**src/hdl/srr_pkg.sv**
```systemverilog
// shared constants, state encoding and divider status type for the seeded random range block
package srr_pkg;

	// linear congruential generator
	localparam logic [31:0] LCG_MUL    = 32'h41C6_4E6D;
	localparam logic [31:0] LCG_INC    = 32'd12345;
	localparam int          LCG_STEPS  = 3;

	// slice taken from each generator state and packing of the slices
	localparam int          SLICE_LSB  = 16;
	localparam int          SLICE_W    = 11;
	localparam int          PACK_SHIFT = 10;

	// packed word and divisor widths
	localparam int          WORD_W     = 31;
	localparam int          DIVISOR_W  = 32;

	// sequencer states
	typedef enum logic [2:0] {
		ST_IDLE,
		ST_LCG,
		ST_DIV_START,
		ST_DIV_RUN,
		ST_DONE
	} srr_state_t;

	// status returned by the modulo unit
	typedef struct packed {
		logic busy;
		logic done;
	} srr_div_stat_t;

endpackage

```
**src/hdl/seeded_random_range.sv**
```systemverilog
// top level: seeded random draw between two signed bounds
//
// A request transaction, once accepted, passes through the sequencer states in
// order: ST_LCG steps the 32-bit generator three times through one shared
// multiplier, ST_DIV_START starts the modulo unit, ST_DIV_RUN runs the
// bit-serial modulo of the packed 31-bit word by the bound difference until the
// unit reports done, and ST_DONE loads the result into the output register once
// that register is free. A new request is taken once the previous one has left
// the sequencer, while its result may still wait in the output register, so no
// request is accepted while another is in flight. A write on the configuration channel
// reloads the running seed at once; it is always ready and is meant to be used
// only while no request is in flight. When both bounds are equal the result is
// the high bound with empty_range set; the generator still advances.
module seeded_random_range
	import srr_pkg::*;
(
	input  logic               clk,
	input  logic               arst_n,
	// configuration channel
	input  logic               cfg_valid,
	output logic               cfg_ready,
	input  logic signed [31:0] start_seed,
	// request channel
	input  logic               in_valid,
	output logic               in_ready,
	input  logic signed [31:0] low_bound,
	input  logic signed [31:0] high_bound,
	// result channel
	output logic               out_valid,
	input  logic               out_ready,
	output logic signed [31:0] value,
	output logic               empty_range
);

	srr_state_t state_q, state_d;

	logic [31:0]        seed_q;
	logic [1:0]         step_q;
	logic [WORD_W-1:0]  word_q;
	logic [31:0]        base_q;
	logic [31:0]        diff_q;
	logic [31:0]        hi_q;
	logic               empty_q;
	logic               out_valid_q;
	logic [31:0]        value_q;
	logic               empty_out_q;

	logic               in_fire;
	logic               cfg_fire;
	logic               out_free;
	logic               lcg_last;
	logic               div_start;
	logic               load_out;
	logic               swap;
	logic [31:0]        base_d;
	logic [31:0]        diff_d;
	logic [31:0]        seed_next;
	logic [SLICE_W-1:0] slice;
	logic [WORD_W-1:0]  word_shift;
	logic [WORD_W-1:0]  word_next;
	srr_div_stat_t      div_stat;
	logic [31:0]        div_rem;

	assign cfg_ready = 1'b1;
	assign cfg_fire  = cfg_valid & cfg_ready;
	assign in_fire   = in_valid & in_ready;
	assign out_free  = ~out_valid_q | out_ready;
	assign lcg_last  = (step_q == 2'(LCG_STEPS - 1));

	// order the bounds and take the unsigned difference
	always_comb begin
		swap   = (low_bound >= high_bound);
		base_d = swap ? high_bound : low_bound;
		diff_d = swap ? 32'(low_bound - high_bound) : 32'(high_bound - low_bound);
	end

	// generator step and slice packing
	always_comb begin
		seed_next  = 32'(seed_q * LCG_MUL) + LCG_INC;
		slice      = seed_next[SLICE_LSB +: SLICE_W];
		word_shift = word_q << PACK_SHIFT;
		word_next  = word_shift ^ WORD_W'(slice);
	end

	// next state
	always_comb begin
		state_d = state_q;
		unique case (state_q)
			ST_IDLE:      if (in_fire) state_d = ST_LCG;
			ST_LCG:       if (lcg_last) state_d = ST_DIV_START;
			ST_DIV_START: state_d = ST_DIV_RUN;
			ST_DIV_RUN:   if (div_stat.done) state_d = ST_DONE;
			ST_DONE:      if (out_free) state_d = ST_IDLE;
			default:      state_d = ST_IDLE;
		endcase
	end

	// sequencer outputs
	always_comb begin
		in_ready  = 1'b0;
		div_start = 1'b0;
		load_out  = 1'b0;
		unique case (state_q)
			ST_IDLE:      in_ready  = 1'b1;
			ST_LCG:       ;
			ST_DIV_START: div_start = 1'b1;
			ST_DIV_RUN:   ;
			ST_DONE:      load_out  = out_free;
			default:      ;
		endcase
	end

	// control registers
	always_ff @(posedge clk or negedge arst_n) begin
		if (!arst_n) begin
			state_q     <= ST_IDLE;
			seed_q      <= '0;
			step_q      <= '0;
			out_valid_q <= 1'b0;
		end else begin
			state_q <= state_d;
			if (cfg_fire) begin
				seed_q <= start_seed;
			end else if (state_q == ST_LCG) begin
				seed_q <= seed_next;
			end
			if (in_fire) begin
				step_q <= '0;
			end else if (state_q == ST_LCG) begin
				step_q <= step_q + 1'b1;
			end
			if (load_out) begin
				out_valid_q <= 1'b1;
			end else if (out_ready) begin
				out_valid_q <= 1'b0;
			end
		end
	end

	// request capture and packed word accumulation
	always_ff @(posedge clk) begin
		if (in_fire) begin
			base_q  <= base_d;
			diff_q  <= diff_d;
			hi_q    <= high_bound;
			empty_q <= (diff_d == '0);
			word_q  <= '0;
		end else if (state_q == ST_LCG) begin
			word_q <= word_next;
		end
	end

	// result register
	always_ff @(posedge clk) begin
		if (load_out) begin
			value_q     <= empty_q ? hi_q : 32'(base_q + div_rem);
			empty_out_q <= empty_q;
		end
	end

	srr_mod_unit u_mod (
		.clk       (clk),
		.arst_n    (arst_n),
		.start     (div_start),
		.dividend  (word_q),
		.divisor   (diff_q),
		.stat      (div_stat),
		.remainder (div_rem)
	);

	assign out_valid   = out_valid_q;
	assign value       = value_q;
	assign empty_range = empty_out_q;

endmodule

```
**src/hdl/srr_mod_unit.sv**
```systemverilog
// bit-serial restoring modulo unit, one quotient bit per cycle
module srr_mod_unit
	import srr_pkg::*;
(
	input  logic                 clk,
	input  logic                 arst_n,
	input  logic                 start,
	input  logic [WORD_W-1:0]    dividend,
	input  logic [DIVISOR_W-1:0] divisor,
	output srr_div_stat_t        stat,
	output logic [DIVISOR_W-1:0] remainder
);

	localparam int CNT_W = $clog2(WORD_W);

	logic [DIVISOR_W-1:0] rem_q;
	logic [WORD_W-1:0]    dvd_q;
	logic [CNT_W-1:0]     cnt_q;
	logic                 busy_q;
	logic                 done_q;

	logic [DIVISOR_W:0]   trial;
	logic [DIVISOR_W+1:0] sub;
	logic                 fits;
	logic [DIVISOR_W-1:0] rem_next;

	// shift in the next dividend bit and try the subtraction
	always_comb begin
		trial    = {rem_q, dvd_q[WORD_W-1]};
		sub      = {1'b0, trial} - {2'b00, divisor};
		fits     = ~sub[DIVISOR_W+1];
		rem_next = fits ? sub[DIVISOR_W-1:0] : trial[DIVISOR_W-1:0];
	end

	// control: busy flag, bit counter and done pulse
	always_ff @(posedge clk or negedge arst_n) begin
		if (!arst_n) begin
			busy_q <= 1'b0;
			done_q <= 1'b0;
			cnt_q  <= '0;
		end else begin
			done_q <= 1'b0;
			if (start) begin
				busy_q <= 1'b1;
				cnt_q  <= CNT_W'(WORD_W - 1);
			end else if (busy_q) begin
				if (cnt_q == '0) begin
					busy_q <= 1'b0;
					done_q <= 1'b1;
				end else begin
					cnt_q <= cnt_q - 1'b1;
				end
			end
		end
	end

	// datapath: partial remainder and dividend shift register
	always_ff @(posedge clk) begin
		if (start) begin
			rem_q <= '0;
			dvd_q <= dividend;
		end else if (busy_q) begin
			rem_q <= rem_next;
			dvd_q <= {dvd_q[WORD_W-2:0], 1'b0};
		end
	end

	assign stat.busy = busy_q;
	assign stat.done = done_q;
	assign remainder = rem_q;

endmodule

```
**config.mk**
```make
export PLATFORM = sky130hd
export DESIGN_NAME = seeded_random_range
export DESIGN_NICKNAME = d
export VERILOG_FILES = /design/src/hdl/srr_pkg.sv /design/src/hdl/seeded_random_range.sv /design/src/hdl/srr_mod_unit.sv
export SDC_FILE = /design/constraint.sdc
export NUM_CORES = 1
export LEC_CHECK = 0
export BUFFER_PORTS_ARGS = -buffer_cell sky130_fd_sc_hd__buf_2
export CORE_ASPECT_RATIO = 0.5
export CORE_MARGIN = 2
export CORE_UTILIZATION = 50
export CTS_CLUSTER_SIZE = 30
export DETAILED_ROUTE_END_ITERATION = 10
export MAX_ROUTING_LAYER = met4
export PLACE_DENSITY = 0.7
export SKIP_CTS_REPAIR_TIMING = 1
export SYNTH_ARGS = -nofsm -noshare
export SYNTH_HDL_FRONTEND = slang
export SYNTH_SLANG_ARGS = --single-unit
```
**constraint.sdc**
```tcl
create_clock -name clk -period 6.2 [get_ports clk]
set_clock_uncertainty 0.05 [all_clocks]
set_input_delay 0.62 -clock clk [delete_from_list [all_inputs] [get_ports clk]]
set_output_delay 0.62 -clock clk [all_outputs]
set_load 0.02 [all_outputs]
```
* After elaboration in Yosys (flattened, before gate mapping)
Cells that the tools add are included.
** Word-level totals
- Logic and storage cells :: 77
- Input bits :: 101
- Output and inout bits :: 36
- Register bits :: 269
** Cells by class
- Multiplexer cells :: 29
- Add/sub/neg operators :: 7
- Bitwise logic cells :: 4
- $lt $le $gt $ge :: 1
- Equality and inequality tests :: 10
- Reduce and logical (&&, ||, !) cells :: 9
- $mul :: 1
** Operators with widths (number)
- $mux W32 :: 6
- $sub A32 B32 Y32 :: 2
- $mux W31 :: 2
- $sub A33 B32 Y34 :: 1
- $add A32 B14 Y32 const B :: 1
- $add A32 B32 Y32 :: 1
- $ge A32 B32 Y1 :: 1
- $logic_not A32 Y1 :: 1
- $mul A32 B31 Y32 const B :: 1
- $xor A31 B11 Y31 :: 1
- $mux W5 :: 3
- $pmux W3 S5 :: 1
- $mux W3 :: 4
- $mux W1 :: 11
- $ne A2 B2 Y1 const B :: 4
- $reduce_bool A2 Y1 :: 4
- $eq A3 B2 Y1 const B :: 2
- $logic_not A5 Y1 :: 1
- $sub A5 B1 Y5 const B :: 1
- $mux W2 :: 2
- $reduce_and A4 Y1 :: 1
- $eq A3 B1 Y1 const B :: 1
- $eq A3 B3 Y1 const B :: 1
- $logic_not A3 Y1 :: 1
- other kinds (7) :: 7

* Longest topological paths before layout
- Depth in word-level cells :: 5
- Gate-level depth with buffers :: 28

* By module
From an unflattened synthesis, not the netlist that was laid out.
** Second synthesis, totals
- Cell total of the unflattened synthesis :: 2513
- Area total of the unflattened synthesis :: 23653.9 µm²
** By module, submodules not included
- seeded_random_range :: cells an instance 1995, area an instance 18791.8 µm², instances 1, sequential area each 5350.1 µm²
- srr_mod_unit :: cells an instance 518, area an instance 4862.2 µm², instances 1, sequential area each 1746.7 µm²

* Worst setup path after synthesis
Ideal clock, no wire load.
- Kind :: reg2reg
- Start :: register seed_q[7]
- End :: register word_q[3]
- Arrival time :: 5.897 ns
- Stages on the path, launching flop included :: 24
- Path buffers :: 0
- Path slack :: -0.018 ns
- Period minus slack after synthesis :: 6.218 ns
- Path through :: dfrtp_1 -> ha_1 -> fa_1 -> fa_1 -> inv_1 -> fa_1 -> inv_1 -> ha_1 -> inv_1 -> fa_1 -> inv_1 -> fa_1 -> fa_1 -> ha_1 -> a21o_1 -> or3_1 -> nor3_1 -> nor3_1 -> a21o_1 -> a31oi_1 -> xor2_1 -> nor2_1 -> a21oi_1 -> nor2_1
** Between the ends
- Cells in the longest elaborated chain, start to end :: 3
** Ends and longest elaborated chain
- start, declared :: line seeded_random_range.sv:37 : logic [31:0] seed_q;
- start signal, assigned :: line seeded_random_range.sv:123 : seed_q <= start_seed;
- start signal, assigned :: line seeded_random_range.sv:125 : seed_q <= seed_next;
- $mul A32 B31 Y32 :: line seeded_random_range.sv:79 : seed_next = 32'(seed_q * LCG_MUL) + LCG_INC;
- $add A32 B14 Y32 :: line seeded_random_range.sv:79
- $xor A31 B11 Y31 :: line seeded_random_range.sv:82 : word_next = word_shift ^ WORD_W'(slice);
- end signal, assigned :: line seeded_random_range.sv:149 : word_q <= word_next;
- end, declared :: line seeded_random_range.sv:39 : logic [WORD_W-1:0] word_q;
No other way between the ends.
A chain may end at the register's enable or synchronous reset.

* Final worst setup path
- Start :: register seed_q[8]
- End :: register seed_q[25]
** Between the ends
- Cells in the longest elaborated chain, start to end :: 4
** Ends and longest elaborated chain
- $mul A32 B31 Y32 :: line seeded_random_range.sv:79
- $add A32 B14 Y32 :: line seeded_random_range.sv:79
- $mux W32 :: line seeded_random_range.sv:124 : end else if (state_q == ST_LCG) begin
- $mux W32 :: line seeded_random_range.sv:122 : if (cfg_fire) begin
No other way between the ends. The select of a mux whose other input is x is not followed.

==> out/qor.yml <==
outcome: "complete, but fails checks"
failed_checks: "negative setup slack"
synth_seq_area_share_pct: 30.2
reg2reg_from: "seed_q[8]"
fin_setup_tns_ns: -1.33
die_h_microns: 157
synth_most_common_cell: "inv_1"
synthTopCellsByCount: "inv_1, nand2_1, ha_1"
root_buffer: "clkbuf_16"
routedWlPerCell_microns: 17.5
crit_type: "reg -> reg"
synthTopCellsByArea: "edfxtp_1, ha_1, fa_1"
place_ws_ns: -0.301
placedCellCount: 3376
rows: 56
io_pins: 137
dp_hpwl_mm: 47.6
synth_seq_cells: 264
cts_buffers: 27
port_buffers: 130
drtAntennaViolNets: 0
ys_types: 79
fin_area_sq_um: 26600
ys.flop_type: "edfxtp_1"
worstMarginPinSlew_ns: 1.09
final_cells: 3430
vias_per_cell: 5.39
synth_top_area_share_pct: 20.6
cp.arrival_ns: 6.84
cts_tree: "built"
track_usage_pct: 25.1
overflow: 0
cap_violations: 0
grt_max_degree: 91
rsz0062_at_grt: "yes"
period_needed_ns: 6.42
cts.sinks: 264
slew_viol_final: 0
synth-edff-count: 161
required_ns: 6.62
gp_congestion: 0.968
synth_nets: 3133
seqCellArea_sq_um: 7100
routed_wl_mm: 59.9
crit_chain: "ha_4, fa_1, fa_1, inv_2, fa_1, inv_2, ha_4, inv_2, fa_1, inv_2, fa_1, fa_1, ha_4, a21o_1, or3_4, nor3_4, nor3_4, nand4_1, a31oi_2, a31oi_1, xnor2_1, nand2_1, a21oi_2"
core_sq_um: 46600
die_w_microns: 311
multi_input_area_sq_um: 14800
startpoint: "seed_q[8]"
postSynthAreaPerCell_sq_um: 9.02
slowest_delay_ns: 0.58
path_max_fanout: 4
netlist_area_sq_um: 23500
drt_iter0_drc: 1540
synth_cells: 2605
slew_headroom_pct: 27.1
hold_violations: 0
synth_area_leader_cell: "edfxtp_1"
clock_latency_ns: 0.56
drive_gt1_share_pct: 13.2
dr.pass1.iters: 6
setup.worst_path.start_class: "flop"
synth_warnings: 0
cp_slowest_cell: "fa_1"
htreeDepth: 1
clk_pin_slew_ns: 0.06
finalSetupViolCount: 12
grt_antenna_before_repair: 3
grt_pass1_vias: 17900
finalCritPeriodShare_pct: 104
die_area_sq_um: 48900
cts_buffer_depth: 3
area_growth_pct: 13.1
cp-end-kind: "flop"
via_count: 18500
place_area_sq_um: 25300
cpMostUsedCell: "fa_1"
initial_core_util_pct: 50.5
grt_pass1_wl_mm: 95.3
setup_ws_ns: -0.218
max_freq_mhz: 156
drcViolationCount: 0
holdCritPathClass: "in -> async"
ys_async_sr_fraction_pct: 15.2
nets: 3296
final.fill_count: 4118
-- logic make-up (layout without fill, tap and decap cells) --
logic type,Yosys count,count (layout),share of synthesized area [%]
AND/OR/NAND/NOR,611,611,11.5
AO/OA/AOI/OAI,596,596,15.3
buffers and inverters,522,706,8.70
adder cells (fa/ha/maj),427,427,27.1
flip-flops,264,264,30.2
XOR/XNOR,135,135,5.03
multiplexers,49,49,2.13
other,1,4,0.0160
-- area by class of cell --
class / instances / area share, %
antenna: 3 / 0.0282
clock buffer: 33 / 2.63
clock inverter: 17 / 0.871
inverter: 429 / 6.06
multi-input combinational: 1819 / 55.5
sequential: 264 / 26.7
tap: 638 / 3.00
timing repair buffer: 227 / 5.20
-- worst max-delay path, delay by kind of cell, from the launching register on --
kind	cells	cell delay, ns
buffers and inverters	4	0.16
DFF	1	0.46
and+or+nand+nor	5	0.90
adders and majority gates	9	3.87
AOI/OAI and AO/OA	4	0.75
xor gates and xnor gates	1	0.16
-- metrics by stage --
step,hold WS (ns),utilization (%)
5_1_grt,0.211,57.1
6_report,0.211,57.1
2_1_floorplan,0.274,-
3_5_place_dp,0.402,54.3
4_1_cts,0.203,56.3
3_3_place_gp,0.393,54.3
-- state kept, by name (all words and copies together), names as in the netlist --
register and cells:
base_q 32, diff_q 32, hi_q 32, u_mod.remainder 32, value 32, u_mod.dvd_q 31, word_q 31, seed_q 27
u_mod.cnt_q 5, state_q 3, step_q 2, empty_q 1, empty_range 1, out_valid 1, u_mod.busy_q 1, u_mod.done_q 1
-- cell usage in the layout, fill, tap and decap left out, types with 8 or more instances in the layout --
| cell type | count |
|---|---|
| o21ai_1 | 31 |
| nand2b_1 | 29 |
| xor2_1 | 48 |
| a21oi_2 | 14 |
| a21o_1 | 57 |
| buf_2 | 130 |
| o21bai_1 | 14 |
| nor2_1 | 110 |
| o211ai_1 | 10 |
| nand2_1 | 319 |
| dfrtp_1 | 37 |
| a211oi_1 | 17 |
| ha_1 | 275 |
| o21ai_0 | 148 |
| dfxtp_1 | 63 |
| fa_1 | 134 |
| nand4_1 | 10 |
| nand3_1 | 24 |
| nor2b_1 | 21 |
| or3_1 | 8 |
| mux2i_1 | 40 |
| nor3_1 | 24 |
| ha_4 | 9 |
| a31oi_1 | 20 |
| inv_1 | 424 |
| xnor2_1 | 83 |
| clkbuf_16 | 27 |
| edfxtp_1 | 161 |
| a21oi_1 | 194 |
| o21a_1 | 22 |
| and3_1 | 13 |
| o31ai_1 | 9 |
| buf_4 | 96 |
| a211o_1 | 9 |
-- path summary, 6_finish.rpt --
| path | to | slack (ns) | cells after the start |
|---|---|---|---|
| max reg2reg | seed_q[25] | -0.22 | 23 |
| min | seed_q[24] | 0.21 | 1 |
| min reg2reg | word_q[29] | 0.41 | 2 |
| max in group asynchronous | seed_q[9] | 5.16 | 1 |
| min in group clk | hi_q[31] | 0.21 | 1 |
| max | seed_q[25] | -0.22 | 23 |
-- layer usage --
metal	wire length (microns)	up-vias	track usage, %
li1	-	9072	-
met1	28000	8861	34.8
met2	27800	499	41.0
met3	2970	71	1.46
met4	1100	0	5.11
met5	0	-	-
Power is not shown: default switching activity piles up to over one toggle a cycle in this logic, so the estimate is an artifact.
